## config.mk

```make
export PLATFORM = sky130hd
export DESIGN_NAME = pwl_mem
export DESIGN_NICKNAME = d
export VERILOG_FILES = /design/src/rtl/pwl_pkg.sv /design/src/rtl/pwl_mem.sv
export SDC_FILE = /design/constraint.sdc
export NUM_CORES = 2
export LEC_CHECK = 0
export BUFFER_PORTS_ARGS = -buffer_cell sky130_fd_sc_hd__buf_4
export CAP_MARGIN = 20
export CORE_ASPECT_RATIO = 0.9
export CORE_MARGIN = 1.5
export CORE_UTILIZATION = 38
export DETAILED_ROUTE_END_ITERATION = 10
export GPL_TIMING_DRIVEN = 1
export PLACE_DENSITY = 0.53
export RECOVER_POWER = 50
export SYNTH_ARGS = -nofsm -noshare
export SYNTH_HDL_FRONTEND = slang
export SYNTH_SLANG_ARGS = --single-unit
```

## constraint.sdc

```tcl
create_clock -name i_clk -period 6 [get_ports i_clk]
set_input_delay 0.3 -clock i_clk [delete_from_list [all_inputs] [get_ports i_clk]]
set_output_delay 0.3 -clock i_clk [all_outputs]
set_load 0.01 [all_outputs]
```

## src/rtl/pwl_pkg.sv

```systemverilog
// ----------------------------------------------------------------------------
// pwl_pkg
// shared item types and action codes for the piecewise linear lookup
// ----------------------------------------------------------------------------
package pwl_pkg;

    localparam logic ACT_WRITE = 1'b0;
    localparam logic ACT_QUERY = 1'b1;

    localparam int unsigned COUNT_W = 7;
    localparam int unsigned INDEX_W = 6;
    localparam int unsigned DATA_W  = 32;

    typedef struct packed {
        logic                      action;
        logic [INDEX_W-1:0]        point_index;
        logic signed [DATA_W-1:0]  x_in;
        logic signed [DATA_W-1:0]  y_in;
    } t_pwl_in;

    typedef struct packed {
        logic signed [DATA_W-1:0]  y_out;
        logic                      in_range;
    } t_pwl_out;

    typedef struct packed {
        logic                      start;
        logic                      done;
    } t_div_ctl;

endpackage

```

## src/rtl/pwl_mem.sv

```systemverilog
// ----------------------------------------------------------------------------
// pwl_mem
// point table: one write port, one read port, registered read data
// ----------------------------------------------------------------------------
module pwl_mem #(
    parameter int unsigned DEPTH = 64,
    parameter int unsigned AW    = 6
) (
    input  logic                              i_clk,
    input  logic                              i_wr_en,
    input  logic [AW-1:0]                     i_wr_addr,
    input  logic [2*pwl_pkg::DATA_W-1:0]      i_wr_data,
    input  logic                              i_rd_en,
    input  logic [AW-1:0]                     i_rd_addr,
    output logic [2*pwl_pkg::DATA_W-1:0]      o_rd_data
);

    logic [2*pwl_pkg::DATA_W-1:0] r_mem [DEPTH];
    logic [2*pwl_pkg::DATA_W-1:0] r_rd_data;

    always_ff @(posedge i_clk) begin
        if (i_wr_en) begin
            r_mem[i_wr_addr] <= i_wr_data;
        end
        if (i_rd_en) begin
            r_rd_data <= r_mem[i_rd_addr];
        end
    end

    assign o_rd_data = r_rd_data;

endmodule

```

==> flow_summary.json <==
{
  "clk_pin_slew_ns": 0.06,
  "layout_commonest_cell": "edfxtp_1",
  "violations": "max-capacitance violations, max-slew violations",
  "overflow": 0,
  "cts_buffers": 430,
  "synth_cell_type_count": 32,
  "hp-start": "i_wr_en",
  "tightest_slew_ns": 3.25,
  "fin_tns_setup_ns": 0,
  "first_pass_iters": 5,
  "area_growth_pct": 14.9,
  "vias": 76000,
  "ir_worst_vdd_v": 0.000281,
  "start_kind": "primary input",
  "start_util": 0.382,
  "yosys.area.top_type": "edfxtp_1",
  "path_buf_inv": 3,
  "report.final.slew_viol_count": 4204,
  "cp_max_fo": 30,
  "critPathTopFamily": "simple AND/OR/NAND/NOR gates",
  "rows": 223,
  "hold_violations": 0,
  "cts_root_buf": "clkbuf_16",
  "cts_sinks": 4160,
  "clockBufferDepth": 4,
  "avgRoutedWirePerCell_um": 35.7,
  "finalCritPeriodShare": 0.624,
  "htree_levels": 5,
  "stdcell_area_sq_mm": 0.180,
  "async_reset_ff_frac": 0,
  "critPathCaptureType": "register",
  "syn_area_sq_mm": 0.157,
  "gp_congestion": 0.772,
  "post_cts_buffers": 0,
  "cap_violations": 68,
  "setup_viol": 0,
  "dpl.hpwl_um": 251000,
  "core_sq_mm": 0.411,
  "drt_iter0_markers": 9681,
  "tritoncts": "built",
  "critPathSlowestCell": "nor2_1",
  "grt_setup_unrepaired": "false",
  "grt_pass1_wl_um": 639000,
  "max_slew_margin": -1.17,
  "grt_max_degree": 114,
  "port_buffers": 142,
  "ys_seq_area_frac": 0.796,
  "synthTopCellsByArea": "edfxtp_1 80%, mux4_2 15%, mux2i_1 0.86%, a22oi_1 0.80%, buf_2 0.54%",
  "status": "finished, violations left",
  "syn_inst": 6598,
  "dieArea_sq_mm": 0.417,
  "wl_um": 465000,
  "io_pins": 143,
  "grt.total_usage": 0.220,
  "fmax_mhz": 267,
  "cp_slowest_stage_delay_ns": 1.52,
  "placed_cell_area_sq_mm": 0.166,
  "syn_avg_cell_area_sq_um": 23.8,
  "hold_path.class": "in2reg",
  "fin_nets": 7195,
  "fin_skew_ns": 0.0629,
  "startpoint": "i_wr_addr[4]",
  "drive_gt1_frac": 0.272,
  "powerDensity_mw_per_mm2": 340,
  "ys_ff_latch": 4160,
  "synth_flop_cell": "edfxtp_1",
  "layout_common_cells": "4160 x edfxtp_1, 1024 x mux4_2, 434 x clkbuf_16, 260 x buf_4, 168 x a22oi_1",
  "antenna_found_initial": 42,
  "criticalPathCategory": "in2reg",
  "power_w": 0.0613,
  "post-route-min-period_ns": 3.74,
  "die_w_um": 681,
  "grt_pass1_vias": 77100,
  "ant_nets": 0,
  "synth_warnings": 0,
  "synth_edf_count": 4160,
  "dieHeight_um": 613,
  "r2r_start": "r_mem[62][9]",
  "drc_errors": 0,
  "path_cells": "dlygate4sd3_1, clkbuf_1, nor2b_1, nand4b_1, nor2_1, buf_4",
  "crit_required_ns": 6.59,
  "synth.top_cell.area_share": 0.796,
  "synth_nets": 6677,
  "p_leak_nw": 55.5,
  "insertion_delay_ns": 1.00,
  "cp.arrival_ns": 4.33,
  "vias_per_cell": 5.85
}
## worst register-to-register path, cell delays in order, from the launching register on
cell	delay, ns
edfxtp_1	0.33
mux4_2	0.23
mux2i_1	0.09
o22ai_1	0.52
a41oi_1	0.22
a211oi_1	0.67
## worst paths after layout
path | depth (start not counted) | endpoint | slack, ns
worst max-delay path | 6 | r_mem[50][30] | 2.26
worst min-delay path | 3 | r_mem[53][31] | 0.10
worst max register to register | 5 | o_rd_data[9] | 3.66
worst min register to register | 4 | o_rd_data[50] | 0.90
## cells in the mapped netlist, types with 2 or more instances
master and count:
a22o_1 88, nor3_1 2, mux4_2 1024, inv_1 19
nand3b_1 2, buf_6 6, and2_1 3, nand4_1 2
buf_2 170, and3_1 64, a2bb2oi_1 19, nand2b_1 11
a41oi_1 26, nand2_1 58, buf_4 34, edfxtp_1 4160
nand3_1 45, a211oi_1 63, mux2i_1 135, clkbuf_1 140
nor2_1 112, buf_1 20, or2_2 28, o22ai_1 83
nor2b_1 28, a22oi_1 168, o221ai_1 38, a31oi_1 18
or3_1 29
## per-stage QoR
step | setup WS, ns | util | hold slack (ns) | instances
floorplan | 0.264 | - | 0.399 | 6598
global placement | 2.09 | 0.404 | 0.691 | 12100
detailed placement | 2.11 | 0.405 | 0.692 | 12100
CTS | 2.68 | 0.440 | 0.00159 | 13000
global route | 2.31 | 0.439 | 0.0805 | 13000
finish | 2.26 | 0.439 | 0.104 | 13000
## per-layer routing
layer	track usage	vias to the layer above	share of wire
met5	0	-	0.000082
met4	0.0621	6	0.029
met3	0.0278	632	0.069
met2	0.357	3184	0.48
met1	0.315	42500	0.42
li1	-	29700	-
## kinds of logic after synthesis
family	after synthesis	synth area share
compound gates	504	0.0247
mux	1159	0.156
simple gates	386	0.0123
buf+inv	389	0.0118
flops	4160	0.796
## state kept, by name, summed over array words and instances, names as in the netlist
signal and cells:
o_rd_data 64, r_mem 4096
## report_power, final
| part | total, W | switching [W] | internal [W] |
|---|---|---|---|
| Sequential | 0.0324 | 0.000129 | 0.0323 |
| Combinational | 0.00284 | 0.00180 | 0.00104 |
| Clock | 0.0260 | 0.0113 | 0.0148 |
## cell type report
class	instances	area, sq um
fill	34800	230000
sequential	4160	125000
clock inverter	272	2420
inverter	19	71.3
tap	5512	6900
clock buffer	524	11200
multi-input combinational	2049	30700
antenna	10	25.0
timing repair buffer	456	4080
## timing repair
action,4_1_cts,5_1_grt
gates resized for setup,0,0
hold endpoints to repair,4143,0
hold buffers,72,0
setup endpoints to repair,0,0
(Power assumes the default switching activity.)
