===== src/rtl/pwl_div.sv =====
// ----------------------------------------------------------------------------
// pwl_div
// restoring unsigned divider, 64-bit dividend by 32-bit divisor, one bit a cycle
// ----------------------------------------------------------------------------
module pwl_div (
    input  logic              i_clk,
    input  logic              i_rst_n,
    input  logic              i_start,
    input  logic [63:0]       i_dividend,
    input  logic [31:0]       i_divisor,
    output logic              o_done,
    output logic [31:0]       o_quotient
);

    logic        r_busy;
    logic        r_done;
    logic [6:0]  r_cnt;
    logic [31:0] r_rem;
    logic [63:0] r_quo;
    logic [31:0] r_div;
    logic [32:0] n_trial;
    logic [32:0] n_diff;
    logic        n_bit;

    always_comb begin
        n_trial = {r_rem, r_quo[63]};
        n_diff  = n_trial - {1'b0, r_div};
        n_bit   = (n_trial >= {1'b0, r_div});
    end

    always_ff @(posedge i_clk) begin
        if (!i_rst_n) begin
            r_busy <= 1'b0;
            r_done <= 1'b0;
            r_cnt  <= '0;
        end else begin
            r_done <= 1'b0;
            if (i_start) begin
                r_busy <= 1'b1;
                r_cnt  <= '0;
                r_rem  <= '0;
                r_quo  <= i_dividend;
                r_div  <= i_divisor;
            end else if (r_busy) begin
                // remainder stays below the divisor, so 32 bits hold it
                r_rem <= n_bit ? n_diff[31:0] : n_trial[31:0];
                r_quo <= {r_quo[62:0], n_bit};
                r_cnt <= r_cnt + 7'd1;
                if (r_cnt == 7'd63) begin
                    r_busy <= 1'b0;
                    r_done <= 1'b1;
                end
            end
        end
    end

    assign o_done     = r_done;
    assign o_quotient = r_quo[31:0];

endmodule


===== config.mk =====
export PLATFORM = sky130hd
export DESIGN_NAME = pwl_div
export DESIGN_NICKNAME = d
export VERILOG_FILES = /design/src/rtl/pwl_div.sv
export SDC_FILE = /design/constraint.sdc
export NUM_CORES = 1
export LEC_CHECK = 0
export BUFFER_PORTS_ARGS = -buffer_cell sky130_fd_sc_hd__buf_2
export CORE_AREA = 3 3 118 120
export DETAILED_ROUTE_END_ITERATION = 8
export DIE_AREA = 0 0 121 123
export GPL_ROUTABILITY_DRIVEN = 0
export PLACE_DENSITY = 0.83
export SLEW_MARGIN = 20
export SYNTH_ARGS = -nofsm -noshare
export SYNTH_HDL_FRONTEND = slang
export SYNTH_SLANG_ARGS = --single-unit

===== constraint.sdc =====
create_clock -name i_clk -period 5.9 [get_ports i_clk]
set_clock_uncertainty 0.1 [all_clocks]
set_input_delay 0.295 -clock i_clk [delete_from_list [all_inputs] [get_ports i_clk]]
set_output_delay 0.295 -clock i_clk [all_outputs]
set_load 0.03 [all_outputs]

==> impl_metrics.json <==
{
  "outcome": "completed",
  "finalHoldViolCount": 0,
  "fin_total_pwr_mw": 2.85,
  "grt_pass1_vias": 5708,
  "synth_area_leaders": "edfxtp_1, mux2_2, ha_1, a21oi_1, buf_4",
  "synth_top_family_by_area": "compound AO/OA/AOI/OAI gates",
  "wl_per_cell_um": 17.1,
  "ioPinCount": 132,
  "synth_simple_gate_area_share_pct": 11.0,
  "n_antenna_cell": 0,
  "wl_mm": 16.8,
  "ant_nets": 0,
  "synth-seq-cells": 137,
  "synth_fp_nets": 804,
  "slew_violations": 0,
  "first_pass_iters": 5,
  "crit_start": "r_rem[3]",
  "pre_cts_slack_ps": 2270,
  "ys_types": 60,
  "syn_area_mm2": 0.00774,
  "rows": 42,
  "die_y_um": 123,
  "cts_tree": "yes",
  "synth_most_common_cell": "edfxtp_1",
  "path_cells": "ha_1 > a21o_1 > nor3b_1 > o31ai_2 > a21oi_1 > o31a_1 > a21oi_2 > buf_4 > or3_1 > a21oi_1",
  "path_depth": 10,
  "power.density_mw_per_mm2": 312,
  "clock-sinks": 137,
  "slowest_stage": "a21oi_2",
  "yosysWarnings": 0,
  "die_area_mm2": 0.0149,
  "final_design_area_no_fill_mm2": 0.00915,
  "grt_pass1_wl_mm": 27.6,
  "synthAdderAreaFrac_pct": 5.59,
  "syn_inst": 671,
  "post_synth_most_frequent_cells": "edfxtp_1, mux2_2, nand2_1",
  "async_flop_share_pct": 0,
  "via_per_inst": 5.69,
  "cts_buffers": 17,
  "ff2ff_path_depth": 10,
  "min_from": "i_dividend[53]",
  "worst_slew_pin_slew_ps": 972,
  "setup-violations-final": 0,
  "r2r_start": "r_rem[3]",
  "crit_path_end_kind": "flip-flop",
  "synth_area_leader_cell": "edfxtp_1",
  "rsz0062_at_grt": "no",
  "synth-compound-area-share_pct": 12.1,
  "placed_cell_area_mm2": 0.00825,
  "drc_errors": 0,
  "nets": 927,
  "clkLatencyLatePin_ps": 430,
  "cpMostUsedCell": "a21oi_1",
  "hold_path_class": "in2reg",
  "critPathLaunchType": "flip-flop",
  "grt_overflow_total": 0,
  "grt_max_degree": 65,
  "cts_htree_levels": 4,
  "critPathBufInv": 1,
  "ctsLongestPathBuffers": 2,
  "synth_xor_area_share_pct": 2.72,
  "antenna_found_initial": 1,
  "area_growth_pct": 18.2,
  "fin_tns_setup_ps": 0,
  "power_leakage_nw": 3.65,
  "arrival_ps": 3770,
  "cp_top_family": "compound AO/OA/AOI/OAI gates",
  "clockRootBuffer": "clkbuf_16",
  "cts_setup_buffers": 0,
  "syn_area_per_cell_um2": 11.5,
  "core_mm2": 0.0131,
  "die_w_um": 121,
  "clk_pin_slew_worst_paths_ps": 60,
  "drive_above_1_share_pct": 31.4,
  "path_max_fanout": 19,
  "fmax_mhz": 269,
  "min_period_over_period_pct": 63.0,
  "yosys.area.top_type_share_pct": 49.7,
  "hold_depth": 2,
  "drt-initial-drc-count": 415,
  "hold_ws_ps": 67.8,
  "slew_headroom_pct": 35.2,
  "max_stage_delay_ps": 690,
  "synthMuxAreaShare_pct": 9.58,
  "vias": 5594,
  "synth_edf_count": 128,
  "yosysSeqAreaShare_pct": 52.0,
  "worst_ep_required_time_ps": 5950,
  "setup_ws_ps": 2180,
  "hpwl_mm": 11.5,
  "start_util_pct": 59.2,
  "path_class": "reg2reg",
  "grtUsageTotal_pct": 23.6,
  "port_buffers": 131,
  "synthFlopType": "edfxtp_1",
  "cap_violations": 0,
  "fin_crit_ps": 3720,
  "peakVddDrop_mv": 0.199
}
-- final timing paths --
path               endpoint  slack [ps]
setup / recovery   r_rem[5]        2180
setup reg to reg   r_rem[5]        2180
hold reg to reg    r_cnt[6]         410
hold / removal    r_quo[53]          70
-- logic make-up after synthesis --
| group | after synthesis |
|---|---|
| buffers and inverters | 101 |
| adders and majority gates | 34 |
| AOI/OAI and AO/OA | 138 |
| xor gates and xnor gates | 24 |
| and+or+nand+nor | 171 |
| DFF | 137 |
| muxes | 66 |
-- cell type report --
cell class / count / area, µm²
inverters: 38 / 143
flip-flops and latches: 137 / 4020
well taps: 176 / 220
multi-input cells: 433 / 3180
clock buffers: 19 / 433
fillers: 918 / 3940
clock inverters: 13 / 141
repair buffers: 167 / 1010
-- cells in the final DEF (no fill, tap or decap), drive strengths merged, types with 3 or more instances in the layout --
cell | netlist | routed
inv | 38 | 42
a211oi | 7 | 7
o21ba | 5 | 5
clkinv | 0 | 5
ha | 33 | 33
nor4 | 3 | 3
edfxtp | 128 | 128
xor2 | 10 | 10
o31ai | 4 | 4
nand3b | 10 | 10
nand3 | 5 | 5
nand2 | 64 | 64
a21boi | 3 | 3
nor3b | 5 | 5
nor2 | 32 | 32
and3 | 3 | 3
dlygate4sd3 | 0 | 32
a21o | 10 | 10
nor3 | 7 | 7
or2 | 4 | 4
o21ai | 24 | 24
buf | 50 | 135
nand4 | 14 | 14
clkbuf | 13 | 19
nor2b | 6 | 6
a21oi | 54 | 54
xnor2 | 14 | 14
or3 | 7 | 7
or3b | 3 | 3
dfxtp | 9 | 9
o211ai | 4 | 4
nand2b | 4 | 4
mux2 | 65 | 65
o21a | 9 | 9
-- power breakdown --
part | internal [mW] | switching [mW] | leakage, nW
sequential | 1.16 | 0.0328 | 1.30
clock | 0.624 | 0.415 | 0.276
combinational | 0.263 | 0.358 | 2.08
-- per-layer routing --
layer / vias up / global-route usage [%] / wire (µm)
li1: 2681 / - / -
met2: 219 / 38.7 / 8140
met1: 2659 / 29.8 / 7090
met3: 33 / 7.27 / 1230
met5: - / 0 / 13
met4: 2 / 8.43 / 346
-- flip-flops by register name, summed over array words and instances (netlist names) --
register,cells
r_quo,64
o_done,1
r_busy,1
r_rem,32
r_div,32
r_cnt,7
-- what timing repair did --
action	4_1_cts	5_1_grt
resized for setup	0	0
endpoints found under the hold margin	32	0
hold buffers	32	0
-- metrics by stage --
stage	cells	utilization, %
3_5_place_dp	919	63.1
6_report	983	69.9
3_3_place_gp	919	63.1
4_1_cts	983	69.9
5_1_grt	983	69.9
2_1_floorplan	671	-
Note: power is estimated with default switching activity, not from simulation.
